### src/mcfl_pkg.sv
// Shared types and constants of the motor command frame link.
package mcfl_pkg;

  localparam int unsigned FRAME_BYTES = 9;
  localparam int unsigned IDX_W       = 4;
  localparam int unsigned IN_DATA_W   = 72;
  localparam int unsigned OUT_DATA_W  = 56;
  localparam int unsigned CFG_DATA_W  = 16;

  typedef enum logic [1:0] {
    OP_SEND   = 2'd0,
    OP_RXBYTE = 2'd1,
    OP_TICK   = 2'd2,
    OP_NONE   = 2'd3
  } op_t;

  typedef enum logic [1:0] {
    KIND_TX      = 2'd0,
    KIND_DONE    = 2'd1,
    KIND_CSUMERR = 2'd2,
    KIND_TIMEOUT = 2'd3
  } kind_t;

  typedef enum logic {
    REG_ACK_CODE = 1'b0,
    REG_TIMEOUT  = 1'b1
  } reg_idx_t;

  localparam logic [7:0]  ACK_CODE_RST = 8'd100;
  localparam logic [15:0] TIMEOUT_RST  = 16'd50;
  localparam logic [15:0] TICK_SAT     = 16'hFFFF;
  localparam logic [IDX_W-1:0] LAST_IDX = IDX_W'(FRAME_BYTES - 1);

endpackage

### src/motor_command_frame_link_unit.sv
// Motor command frame link: command framing, reply parsing and reply timeout.
//
//  channel | ports                          | carries
//  --------+--------------------------------+------------------------------------
//  in      | in_tvalid/tready/tdata/tuser   | op (tuser), send fields, rx byte
//  out     | out_tvalid/tready/tdata/tuser  | kind (tuser), tx byte, reply, tlast
//  cfg     | cfg_valid/ready/index/data     | ack code, timeout ticks
//
// Received bytes, ticks and idle codes each give at most one result.
// A send puts out nine bytes; they leave the output register one per cycle unless it stalls,
// and no item is accepted until the last byte is loaded.
// Synchronous active-low reset: window closed, counters cleared, registers to defaults.
// A stalled output holds its item; input is taken only when the output register frees.
module motor_command_frame_link_unit (
  input  logic                              clk,
  input  logic                              rst_n,
  input  logic                              in_tvalid,
  output logic                              in_tready,
  // module_address, command, cmd_type, motor, cmd_value, rx_byte
  input  logic [mcfl_pkg::IN_DATA_W-1:0]    in_tdata,
  // op
  input  logic [1:0]                        in_tuser,
  output logic                              out_tvalid,
  input  logic                              out_tready,
  // tx_byte, reply_status, reply_value, ack, zero fill
  output logic [mcfl_pkg::OUT_DATA_W-1:0]   out_tdata,
  // kind
  output logic [1:0]                        out_tuser,
  output logic                              out_tlast,
  input  logic                              cfg_valid,
  output logic                              cfg_ready,
  input  logic                              cfg_index,
  input  logic [mcfl_pkg::CFG_DATA_W-1:0]   cfg_data
);
  import mcfl_pkg::*;

  logic [7:0]       ack_code_r;
  logic [15:0]      timeout_r;

  logic             window_r, window_nxt;
  logic [IDX_W-1:0] rx_idx_r, rx_idx_nxt;
  logic [15:0]      tick_r, tick_nxt;
  logic [7:0]       rx_sum_r, rx_sum_nxt;
  logic [7:0]       rx_status_r, rx_status_nxt;
  logic [31:0]      rx_value_r, rx_value_nxt;

  logic [63:0]      tx_shift_r, tx_shift_nxt;
  logic [IDX_W-1:0] tx_left_r, tx_left_nxt;

  logic             out_valid_r, out_valid_nxt;
  kind_t            out_kind_r, out_kind_nxt;
  logic [7:0]       out_byte_r, out_byte_nxt;
  logic             out_last_r, out_last_nxt;
  logic [7:0]       out_status_r, out_status_nxt;
  logic [31:0]      out_value_r, out_value_nxt;
  logic             out_ack_r, out_ack_nxt;

  logic             out_free;
  logic             in_acc;
  op_t              op;
  logic [7:0]       f_addr, f_cmd, f_type, f_motor, f_rx;
  logic [31:0]      f_value;
  logic [7:0]       tx_sum;
  logic [15:0]      tick_inc;
  logic [15:0]      tick_limit;

  assign out_free  = !out_valid_r || out_tready;
  assign in_tready = out_free && (tx_left_r == '0);
  assign in_acc    = in_tvalid && in_tready;
  assign cfg_ready = 1'b1;

  assign op      = op_t'(in_tuser);
  assign f_addr  = in_tdata[7:0];
  assign f_cmd   = in_tdata[15:8];
  assign f_type  = in_tdata[23:16];
  assign f_motor = in_tdata[31:24];
  assign f_value = in_tdata[63:32];
  assign f_rx    = in_tdata[71:64];

  assign tx_sum = f_addr + f_cmd + f_type + f_motor
                + f_value[31:24] + f_value[23:16] + f_value[15:8] + f_value[7:0];
  assign tick_inc   = (tick_r == TICK_SAT) ? tick_r : tick_r + 16'd1;
  assign tick_limit = (timeout_r == '0) ? 16'd1 : timeout_r;

  always_comb begin
    window_nxt     = window_r;
    rx_idx_nxt     = rx_idx_r;
    tick_nxt       = tick_r;
    rx_sum_nxt     = rx_sum_r;
    rx_status_nxt  = rx_status_r;
    rx_value_nxt   = rx_value_r;
    tx_shift_nxt   = tx_shift_r;
    tx_left_nxt    = tx_left_r;
    out_valid_nxt  = out_valid_r && !out_tready;
    out_kind_nxt   = out_kind_r;
    out_byte_nxt   = out_byte_r;
    out_last_nxt   = out_last_r;
    out_status_nxt = out_status_r;
    out_value_nxt  = out_value_r;
    out_ack_nxt    = out_ack_r;

    if (tx_left_r != '0 && out_free) begin
      out_valid_nxt  = 1'b1;
      out_kind_nxt   = KIND_TX;
      out_byte_nxt   = tx_shift_r[7:0];
      out_last_nxt   = (tx_left_r == IDX_W'(1));
      out_status_nxt = '0;
      out_value_nxt  = '0;
      out_ack_nxt    = 1'b0;
      tx_shift_nxt   = {8'd0, tx_shift_r[63:8]};
      tx_left_nxt    = tx_left_r - IDX_W'(1);
    end else if (in_acc) begin
      out_byte_nxt   = '0;
      out_last_nxt   = 1'b0;
      out_status_nxt = '0;
      out_value_nxt  = '0;
      out_ack_nxt    = 1'b0;
      case (op)
        OP_SEND: begin
          out_valid_nxt = 1'b1;
          out_kind_nxt  = KIND_TX;
          out_byte_nxt  = f_addr;
          tx_shift_nxt  = {tx_sum, f_value[7:0], f_value[15:8], f_value[23:16],
                           f_value[31:24], f_motor, f_type, f_cmd};
          tx_left_nxt   = LAST_IDX;
          window_nxt    = 1'b1;
          rx_idx_nxt    = '0;
          rx_sum_nxt    = '0;
          tick_nxt      = '0;
        end
        OP_RXBYTE: begin
          if (window_r) begin
            rx_idx_nxt = rx_idx_r + IDX_W'(1);
            rx_sum_nxt = rx_sum_r + f_rx;
            if (rx_idx_r == IDX_W'(2)) rx_status_nxt = f_rx;
            if (rx_idx_r >= IDX_W'(4) && rx_idx_r <= IDX_W'(7))
              rx_value_nxt = {rx_value_r[23:0], f_rx};
            if (rx_idx_r == LAST_IDX) begin
              window_nxt    = 1'b0;
              rx_idx_nxt    = '0;
              out_valid_nxt = 1'b1;
              if (rx_sum_r == f_rx) begin
                out_kind_nxt   = KIND_DONE;
                out_status_nxt = rx_status_r;
                out_value_nxt  = rx_value_r;
                out_ack_nxt    = (rx_status_r == ack_code_r);
              end else begin
                out_kind_nxt = KIND_CSUMERR;
              end
            end
          end
        end
        OP_TICK: begin
          if (window_r) begin
            tick_nxt = tick_inc;
            if (tick_inc >= tick_limit) begin
              window_nxt    = 1'b0;
              rx_idx_nxt    = '0;
              out_valid_nxt = 1'b1;
              out_kind_nxt  = KIND_TIMEOUT;
            end
          end
        end
        default: begin
        end
      endcase
    end
  end

  always_ff @(posedge clk) begin
    if (!rst_n) begin
      ack_code_r  <= ACK_CODE_RST;
      timeout_r   <= TIMEOUT_RST;
      window_r    <= 1'b0;
      rx_idx_r    <= '0;
      tick_r      <= '0;
      rx_sum_r    <= '0;
      tx_left_r   <= '0;
      out_valid_r <= 1'b0;
    end else begin
      if (cfg_valid && cfg_ready) begin
        case (reg_idx_t'(cfg_index))
          REG_ACK_CODE: ack_code_r <= cfg_data[7:0];
          REG_TIMEOUT:  timeout_r  <= cfg_data;
          default: begin
          end
        endcase
      end
      window_r    <= window_nxt;
      rx_idx_r    <= rx_idx_nxt;
      tick_r      <= tick_nxt;
      rx_sum_r    <= rx_sum_nxt;
      tx_left_r   <= tx_left_nxt;
      out_valid_r <= out_valid_nxt;
    end
  end

  always_ff @(posedge clk) begin
    rx_status_r  <= rx_status_nxt;
    rx_value_r   <= rx_value_nxt;
    tx_shift_r   <= tx_shift_nxt;
    out_kind_r   <= out_kind_nxt;
    out_byte_r   <= out_byte_nxt;
    out_last_r   <= out_last_nxt;
    out_status_r <= out_status_nxt;
    out_value_r  <= out_value_nxt;
    out_ack_r    <= out_ack_nxt;
  end

  assign out_tvalid = out_valid_r;
  assign out_tuser  = out_kind_r;
  assign out_tlast  = out_last_r;
  assign out_tdata  = {7'd0, out_ack_r, out_value_r, out_status_r, out_byte_r};

  a_no_accept_mid_frame: assert property (@(posedge clk) disable iff (!rst_n)
    (tx_left_r != '0) |-> !in_tready)
    else $error("item accepted while a frame is still being sent");

  a_last_is_tx: assert property (@(posedge clk) disable iff (!rst_n)
    (out_valid_r && out_last_r) |-> (out_kind_r == KIND_TX))
    else $error("last marker on a non-transmit item");

  a_send_opens: assert property (@(posedge clk) disable iff (!rst_n)
    (in_acc && op == OP_SEND) |=> (window_r && out_valid_r && out_kind_r == KIND_TX
                                   && tx_left_r == LAST_IDX))
    else $error("send did not start a frame and open the window");

  a_idx_range: assert property (@(posedge clk) disable iff (!rst_n)
    (rx_idx_r <= LAST_IDX) && (tx_left_r <= LAST_IDX))
    else $error("frame counter out of range");

endmodule

### config.mk
export PLATFORM = sky130hd
export DESIGN_NAME = motor_command_frame_link_unit
export DESIGN_NICKNAME = d
export VERILOG_FILES = /design/src/mcfl_pkg.sv /design/src/motor_command_frame_link_unit.sv
export SDC_FILE = /design/constraint.sdc
export NUM_CORES = 1
export LEC_CHECK = 0
export BUFFER_PORTS_ARGS = -buffer_cell sky130_fd_sc_hd__buf_2
export CORE_MARGIN = 2
export CORE_UTILIZATION = 52
export DETAILED_ROUTE_END_ITERATION = 16
export PLACE_DENSITY = 0.77
export SLEW_MARGIN = 10
export SYNTH_ARGS = -nofsm -noshare
export SYNTH_HDL_FRONTEND = slang
export SYNTH_SLANG_ARGS = --single-unit
### constraint.sdc
create_clock -name clk -period 4.4 [get_ports clk]
set_clock_uncertainty 0.1 [all_clocks]
set_input_delay 1.1 -clock clk [delete_from_list [all_inputs] [get_ports clk]]
set_output_delay 1.1 -clock clk [all_outputs]
set_load 0.1 [all_outputs]
==> results of run 1 <==
[cell families after synthesis]
family / share of synthesized area (%)
xor gates and xnor gates: 3.23
buffers and inverters: 5.02
DFF: 50.5
other: 0.0711
adders and majority gates: 12.6
and+or+nand+nor: 15.8
AOI/OAI and AO/OA: 12.3
muxes: 0.580
[critical path: stages]
cell and delay [ns]:
buf_2 0.12, fa_1 0.52, fa_1 0.54, fa_1 0.53, fa_1 0.53, ha_1 0.31, a21o_1 0.15, a21oi_1 0.23
o21ai_0 0.16, xnor2_1 0.14, o21ai_0 0.15
[power groups by stage]
stage	Combinational (uW)	Sequential, uW	Clock [uW]
3_3_place_gp	2720	2880	0
5_1_grt	3140	2890	1940
4_1_cts	2810	2850	1870
3_5_place_dp	2800	2890	0
2_1_floorplan	1760	3220	0
6_report	2780	2850	1830
[worst paths after layout]
| path | from | to | slack (ns) |
|---|---|---|---|
| worst max register to register | tick_r[3]$_SDFFE_PN0P_ | out_tuser[1]$_SDFFE_PP0P_ | 0.38 |
| worst min-delay path | rx_value_r[23]$_DFFE_PP_ | rx_value_r[31]$_DFFE_PP_ | 0.35 |
| worst max-delay path | in_tdata[3] | tx_shift_r[63]$_SDFFE_PP0P_ | 0.25 |
| worst min register to register | rx_value_r[23]$_DFFE_PP_ | rx_value_r[31]$_DFFE_PP_ | 0.35 |
[Yosys cell counts (17+ instances only)]
master / instances / area share (%)
clkbuf_1: 38 / 1.4
a22o_1: 43 / 3.6
o21ai_0: 35 / 1.7
nand2_1: 241 / 8.6
edfxtp_1: 105 / 30
a21oi_1: 29 / 1.4
xnor2_1: 22 / 1.8
dfxtp_1: 109 / 21
a21boi_0: 19 / 1.4
inv_1: 67 / 2.4
ha_1: 42 / 5.0
xor2_1: 17 / 1.4
nor2_1: 24 / 0.85
nand3_1: 43 / 2.0
fa_1: 40 / 7.6
[registers in the layout, summed over array words and instances (netlist names)]
name / cells
out_tuser: 2
rx_status_r: 8
window_r: 1
tx_shift_r: 64
ack_code_r: 8
out_status_r: 8
rx_sum_r: 8
timeout_r: 16
rx_idx_r: 4
rx_value_r: 32
tx_left_r: 4
out_value_r: 32
out_tlast: 1
out_tvalid: 1
out_byte_r: 8
tick_r: 16
out_ack_r: 1
[layout make-up]
cell class | instances | area, um^2 | area share [%]
Tap cell | 270 | 338 | 2.75
Inverter | 67 | 251 | 2.04
Multi-Input combinational cell | 694 | 4750 | 38.6
Clock buffer | 37 | 649 | 5.28
Timing Repair Buffer | 169 | 921 | 7.48
Sequential cell | 214 | 5340 | 43.4
Clock inverter | 5 | 57.6 | 0.468
[metrics by stage]
stage / total power [uW] / hold WS, ns / instances / instance area (um^2)
finish: 7470 / 0.347 / 1456 / 12300
global route: 7970 / 0.355 / 1456 / 12300
CTS: 7540 / 0.348 / 1456 / 12300
detailed placement: 5690 / 0.334 / 1414 / 11600
global placement: 5600 / 0.333 / 1414 / 11600
floorplan: 4980 / 0.327 / 1031 / 10600
[layout by cell type (no fill, tap or decap), drive strengths merged, types with 3 or more instances in the layout]
cell type	Yosys	routed
dfxtp	109	109
a31o	3	3
buf	17	169
clkbuf	39	37
a21boi	19	19
xor2	17	17
nand2	241	241
a41o	3	3
xnor2	22	22
o21bai	3	3
nand4	9	9
conb	2	8
and2	5	5
nor2	24	24
a31oi	12	12
inv	67	69
a22oi	4	4
mux2i	5	5
a21o	5	5
a21oi	29	29
nand3	44	44
and3	5	5
fa	40	40
o211ai	7	7
nor2b	9	9
nor3	11	11
nor4	6	6
nand2b	6	6
a22o	43	43
ha	42	42
nand3b	3	3
o21ai	36	36
edfxtp	105	105
o21a	5	5
[routing by layer]
metal	GRT usage [%]	up-vias	wire length, um
li1	-	3811	-
met1	28.5	3710	10100
met2	35.6	178	11100
met3	3.44	34	1170
met4	5.39	2	438
met5	0	-	13
==> flow_metrics.tcl, run 1 <==
set metrics [dict create \
    status "finished clean" \
    yosysWarnings 0 \
    pwr-share-seq_pct 38.2 \
    gp_congestion 0.839 \
    path_clk_slew_ns 0.06 \
    dieHeight_um 147 \
    hpwl_mm 16.2 \
    grt_pass1_vias 7590 \
    crit_type "in -> reg" \
    required_ns 4.72 \
    grt_overflow 0 \
    synth_edf_count 105 \
    io_buffers 149 \
    grt_max_degree 67 \
    wl_mm 22.8 \
    n_antenna_cell 0 \
    die_area_mm2 0.0215 \
    min_period_ns 4.15 \
    setup_violations 0 \
    syn_inst 1025 \
    p_leak_uw 0.00537 \
    nFillCells 1667 \
    startpoint_type "input port" \
    cts_max_path_buffers 3 \
    power.density_mw_per_mm2 607 \
    grt_usage_pct 21.1 \
    power.net_switching_uw 2850 \
    cts_setup_buffers 0 \
    netlist_area_mm2 0.0106 \
    final_max_slew_viol_count 0 \
    area_delta_synth_final_pct 16.5 \
    r2r_cells 13 \
    slew_headroom_pct 50.1 \
    clock-sinks 214 \
    drive_above_1_share_pct 18.6 \
    drc 0 \
    ant_nets 0 \
    finalSetupTns_ns 0 \
    final.period_utilization_pct 94.3 \
    firstDrtPassIters 5 \
    worst_slack_ns 0.249 \
    p_comb_share_pct 37.3 \
    num_vias 7735 \
    synthDistinctLibCells 64 \
    clkPwrFrac_pct 24.5 \
    peakVddDrop_mv 0.367 \
    synth_flop_cell "dfxtp_1" \
    internal_power_uw 4620 \
    clock_latency_ns 0.50 \
    antenna_found_initial 1 \
    p_sw_share_pct 38.1 \
    ys_seq_area_share_pct 50.5 \
    num_rows 52 \
    worstMarginPinSlew_ns 0.746 \
    whs_path_depth 0 \
    io_pins 158 \
    arrival_ns 4.47 \
    rsz0062_at_grt "no" \
    dp_slack_ns -0.241 \
    initial_core_util_pct 52.6 \
    fin_nets 1347 \
    synth_area_per_cell_um2 10.3 \
    hp-class "reg -> reg" \
    post-route-util_pct 61.2 \
    ys_ff_latch 214 \
    via_per_inst 5.31 \
    fp.coreArea_mm2 0.0201 \
    synthArstFlopShare_pct 0 \
    cts_made_buffers 23 \
    wl_per_cell_um 15.7 \
    hold_viol_final 0 \
    dieWidth_um 147 \
    cp_max_fo 2 \
    clock.fmax_ghz 0.241 \
    cts_tree "done" \
    drtIter0Drc 489 \
    cts-root-buf "clkbuf_16" \
    postCtsHoldBufs 0 \
    grt_pass1_wl_mm 37.1 \
    maxCapViolCount 0 \
    critPathCaptureType "flip-flop" \
    cts.repair.resized 0 \
    htree_levels 1 \
]
Power figures use the tool's default switching activity.
==> inputs of run 2 (changes only) <==
--- a/config.mk
+++ b/config.mk
@@ -9,7 +9,9 @@
 export CORE_MARGIN = 2
 export CORE_UTILIZATION = 52
 export DETAILED_ROUTE_END_ITERATION = 16
+export GPL_TIMING_DRIVEN = 0
 export PLACE_DENSITY = 0.77
+export RECOVER_POWER = 100
 export SLEW_MARGIN = 10
 export SYNTH_ARGS = -nofsm -noshare
 export SYNTH_HDL_FRONTEND = slang
==> run 2 against run 1 <==
Sequential cell count unchanged. Critical path depth up 6. Global-route usage up 1.7 points. Largest power group unchanged. Sequential share of layout area about the same. Via count up 4.6%. First-iteration DRC count up 6.3%. Worst setup slack worse by 0.084 ns. Die area unchanged. Final area about the same.
==> flow_metrics.tcl, run 2 (same netlist as run 1, synthesis figures left out) <==
set metrics [dict create \
    clock_latency_ns 0.50 \
    nFillCells 1718 \
    drtIter0Drc 520 \
    setup_violations 0 \
    reg_top3 "tx_shift_r x64, out_value_r x32, rx_value_r x32" \
    dieHeight_um 147 \
    crit_family "adder cells" \
    cp_max_fo 2 \
    placed_area_mm2 0.0117 \
    grt_usage_pct 22.8 \
    grt_max_degree 58 \
    clock.fmax_ghz 0.236 \
    final_cells 1493 \
    power.net_switching_uw 2990 \
    fp.coreArea_mm2 0.0201 \
    clock-sinks 214 \
    crit_type "in -> reg" \
    num_vias 8093 \
    hpwl_mm 18.1 \
    num_rows 52 \
    clkPwrFrac_pct 24.3 \
    maxCapViolCount 0 \
    holdPathEnd "rx_value_r[23]$_DFFE_PP_" \
    wl_mm 24.5 \
    slew_headroom_pct 9.38 \
    power.density_mw_per_mm2 613 \
    finalInstanceArea_mm2 0.0123 \
    final.period_utilization_pct 96.2 \
    firstDrtPassIters 5 \
    via_per_inst 5.42 \
    die_area_mm2 0.0215 \
    fin_nets 1385 \
    dp_slack_ns -0.285 \
    area_delta_synth_final_pct 16.4 \
    grt_pass1_wl_mm 39.8 \
    gp_congestion 0.866 \
    io_pins 158 \
    dieWidth_um 147 \
    cts_max_path_buffers 3 \
    hp-class "reg -> reg" \
    cts_made_buffers 23 \
    wl_per_cell_um 16.4 \
    p_sw_share_pct 39.6 \
    min_period_ns 4.23 \
    final_cell_mix "nand2_1, clkbuf_1, dfxtp_1" \
    crit_chain "buf_2, inv_1, fa_1, inv_1, fa_1, inv_1, fa_1, inv_1, fa_2, ha_1, inv_1, fa_1, inv_1, a21o_1, a21oi_2, xor2_1, o21ai_0" \
    final_common_cell "nand2_1" \
    multi_input_area_mm2 0.00472 \
    peakVddDrop_mv 0.349 \
    drc 0 \
    drive_above_1_share_pct 11.8 \
    hold_viol_final 0 \
    largest_reg_flops 64 \
    r2r_slack_ns 0.30 \
    dpl.cell_count 1451 \
    required_ns 4.68 \
    arrival_ns 4.51 \
    p_comb_share_pct 37.8 \
    r2r_cells 15 \
    cts_tree "done" \
    r2r_start "tick_r[3]$_SDFFE_PN0P_" \
    final-seq-area_mm2 0.00534 \
    rsz0062_at_grt "no" \
    worstMarginPinSlew_ns 1.36 \
    io_buffers 149 \
    worst_slack_ns 0.166 \
    cp_slowest_cell "fa_1" \
    cp_common_cell "inv_1" \
    grt_pass1_vias 8012 \
    whs_path_depth 0 \
    startpoint_type "input port" \
    final_max_slew_viol_count 0 \
    pwr-share-seq_pct 37.8 \
    path_clk_slew_ns 0.06 \
    cts.repair.resized 0 \
    htree_levels 1 \
    cp_slowest_stage_delay_ns 0.56 \
    status "finished clean" \
    worst_hold_startpoint "rx_value_r[15]$_DFFE_PP_" \
    timing.rr.end "out_tuser[1]$_SDFFE_PP0P_" \
    internal_power_uw 4560 \
    cp_num_buf_inv 7 \
    n_antenna_cell 0 \
    antenna_found_initial 1 \
    cts-root-buf "clkbuf_16" \
    p_leak_uw 0.00511 \
    ant_nets 0 \
    critPathCaptureType "flip-flop" \
    regMostFlops "tx_shift_r" \
    total_power_uw 7540 \
    grt_overflow 0 \
    initial_core_util_pct 52.6 \
]
[run 2: worst register-to-register path: cells and delay by family, from the launching register on]
| family | cells | cell delay (ns) |
|---|---|---|
| and+or+nand+nor | 8 | 1.75 |
| AOI/OAI and AO/OA | 3 | 1.00 |
| buffers and inverters | 3 | 0.52 |
| DFF | 1 | 0.31 |
| adders and majority gates | 1 | 0.32 |
[run 2: layout make-up]
| class | instances | area share [%] |
|---|---|---|
| repair buffers | 151 | 5.67 |
| plain buffers | 56 | 2.01 |
| clock buffers | 30 | 5.05 |
| flip-flops and latches | 214 | 43.4 |
| well taps | 270 | 2.75 |
| multi-input cells | 694 | 38.4 |
| inverters | 67 | 2.04 |
| clock inverters | 11 | 0.742 |
[run 2: routing by layer]
layer  vias to the layer above  GRT usage (%)  routed length [um]
met5                         -              0                  12
met3                        45           3.62                1440
met2                       243           39.2               12000
met1                      3901           30.1               10500
met4                         2           6.65                 492
li1                       3902              -                   -
[run 2: repair_timing]
item | in CTS | in global routing
endpoints found under the setup margin | 0 | 1
buffers inserted | 0 | 1
hold buffers | 0 | 0
[run 2: stage by stage]
stage | hold WS, ns | utilization [%] | TNS, ns
6_report | 0.350 | 61.2 | 0
5_1_grt | 0.364 | 61.2 | 0
4_1_cts | 0.351 | 61.9 | 0
3_5_place_dp | 0.335 | 58.4 | -0.788
3_3_place_gp | 0.330 | 58.1 | -10.01
2_1_floorplan | 0.327 | - | 0
[run 2: how the worst max path moves through the flow]
stage	start	endpoint	slack, ns	depth (start not counted)
2_1_floorplan	in_tdata[25]	tx_shift_r[62]$_SDFFE_PP0P_	0.04	16
3_3_place_gp	in_tdata[2]	tx_shift_r[62]$_SDFFE_PP0P_	-0.27	13
3_5_place_dp	in_tdata[25]	tx_shift_r[62]$_SDFFE_PP0P_	-0.28	17
4_1_cts	in_tdata[25]	tx_shift_r[62]$_SDFFE_PP0P_	0.24	17
5_1_grt	tx_left_r[0]$_SDFFE_PN0P_	rx_value_r[29]$_DFFE_PP_	0.03	8
6_report	in_tdata[25]	tx_shift_r[62]$_SDFFE_PP0P_	0.17	17
[run 2: power by group through the flow]
stage / logic (uW) / registers, uW / clock network, uW
after floorplan: 1760 / 3220 / 0
after global placement: 2810 / 2910 / 0
after detailed placement: 2880 / 2890 / 0
after CTS: 2900 / 2850 / 1860
after global routing: 3170 / 2890 / 1930
final: 2850 / 2850 / 1840
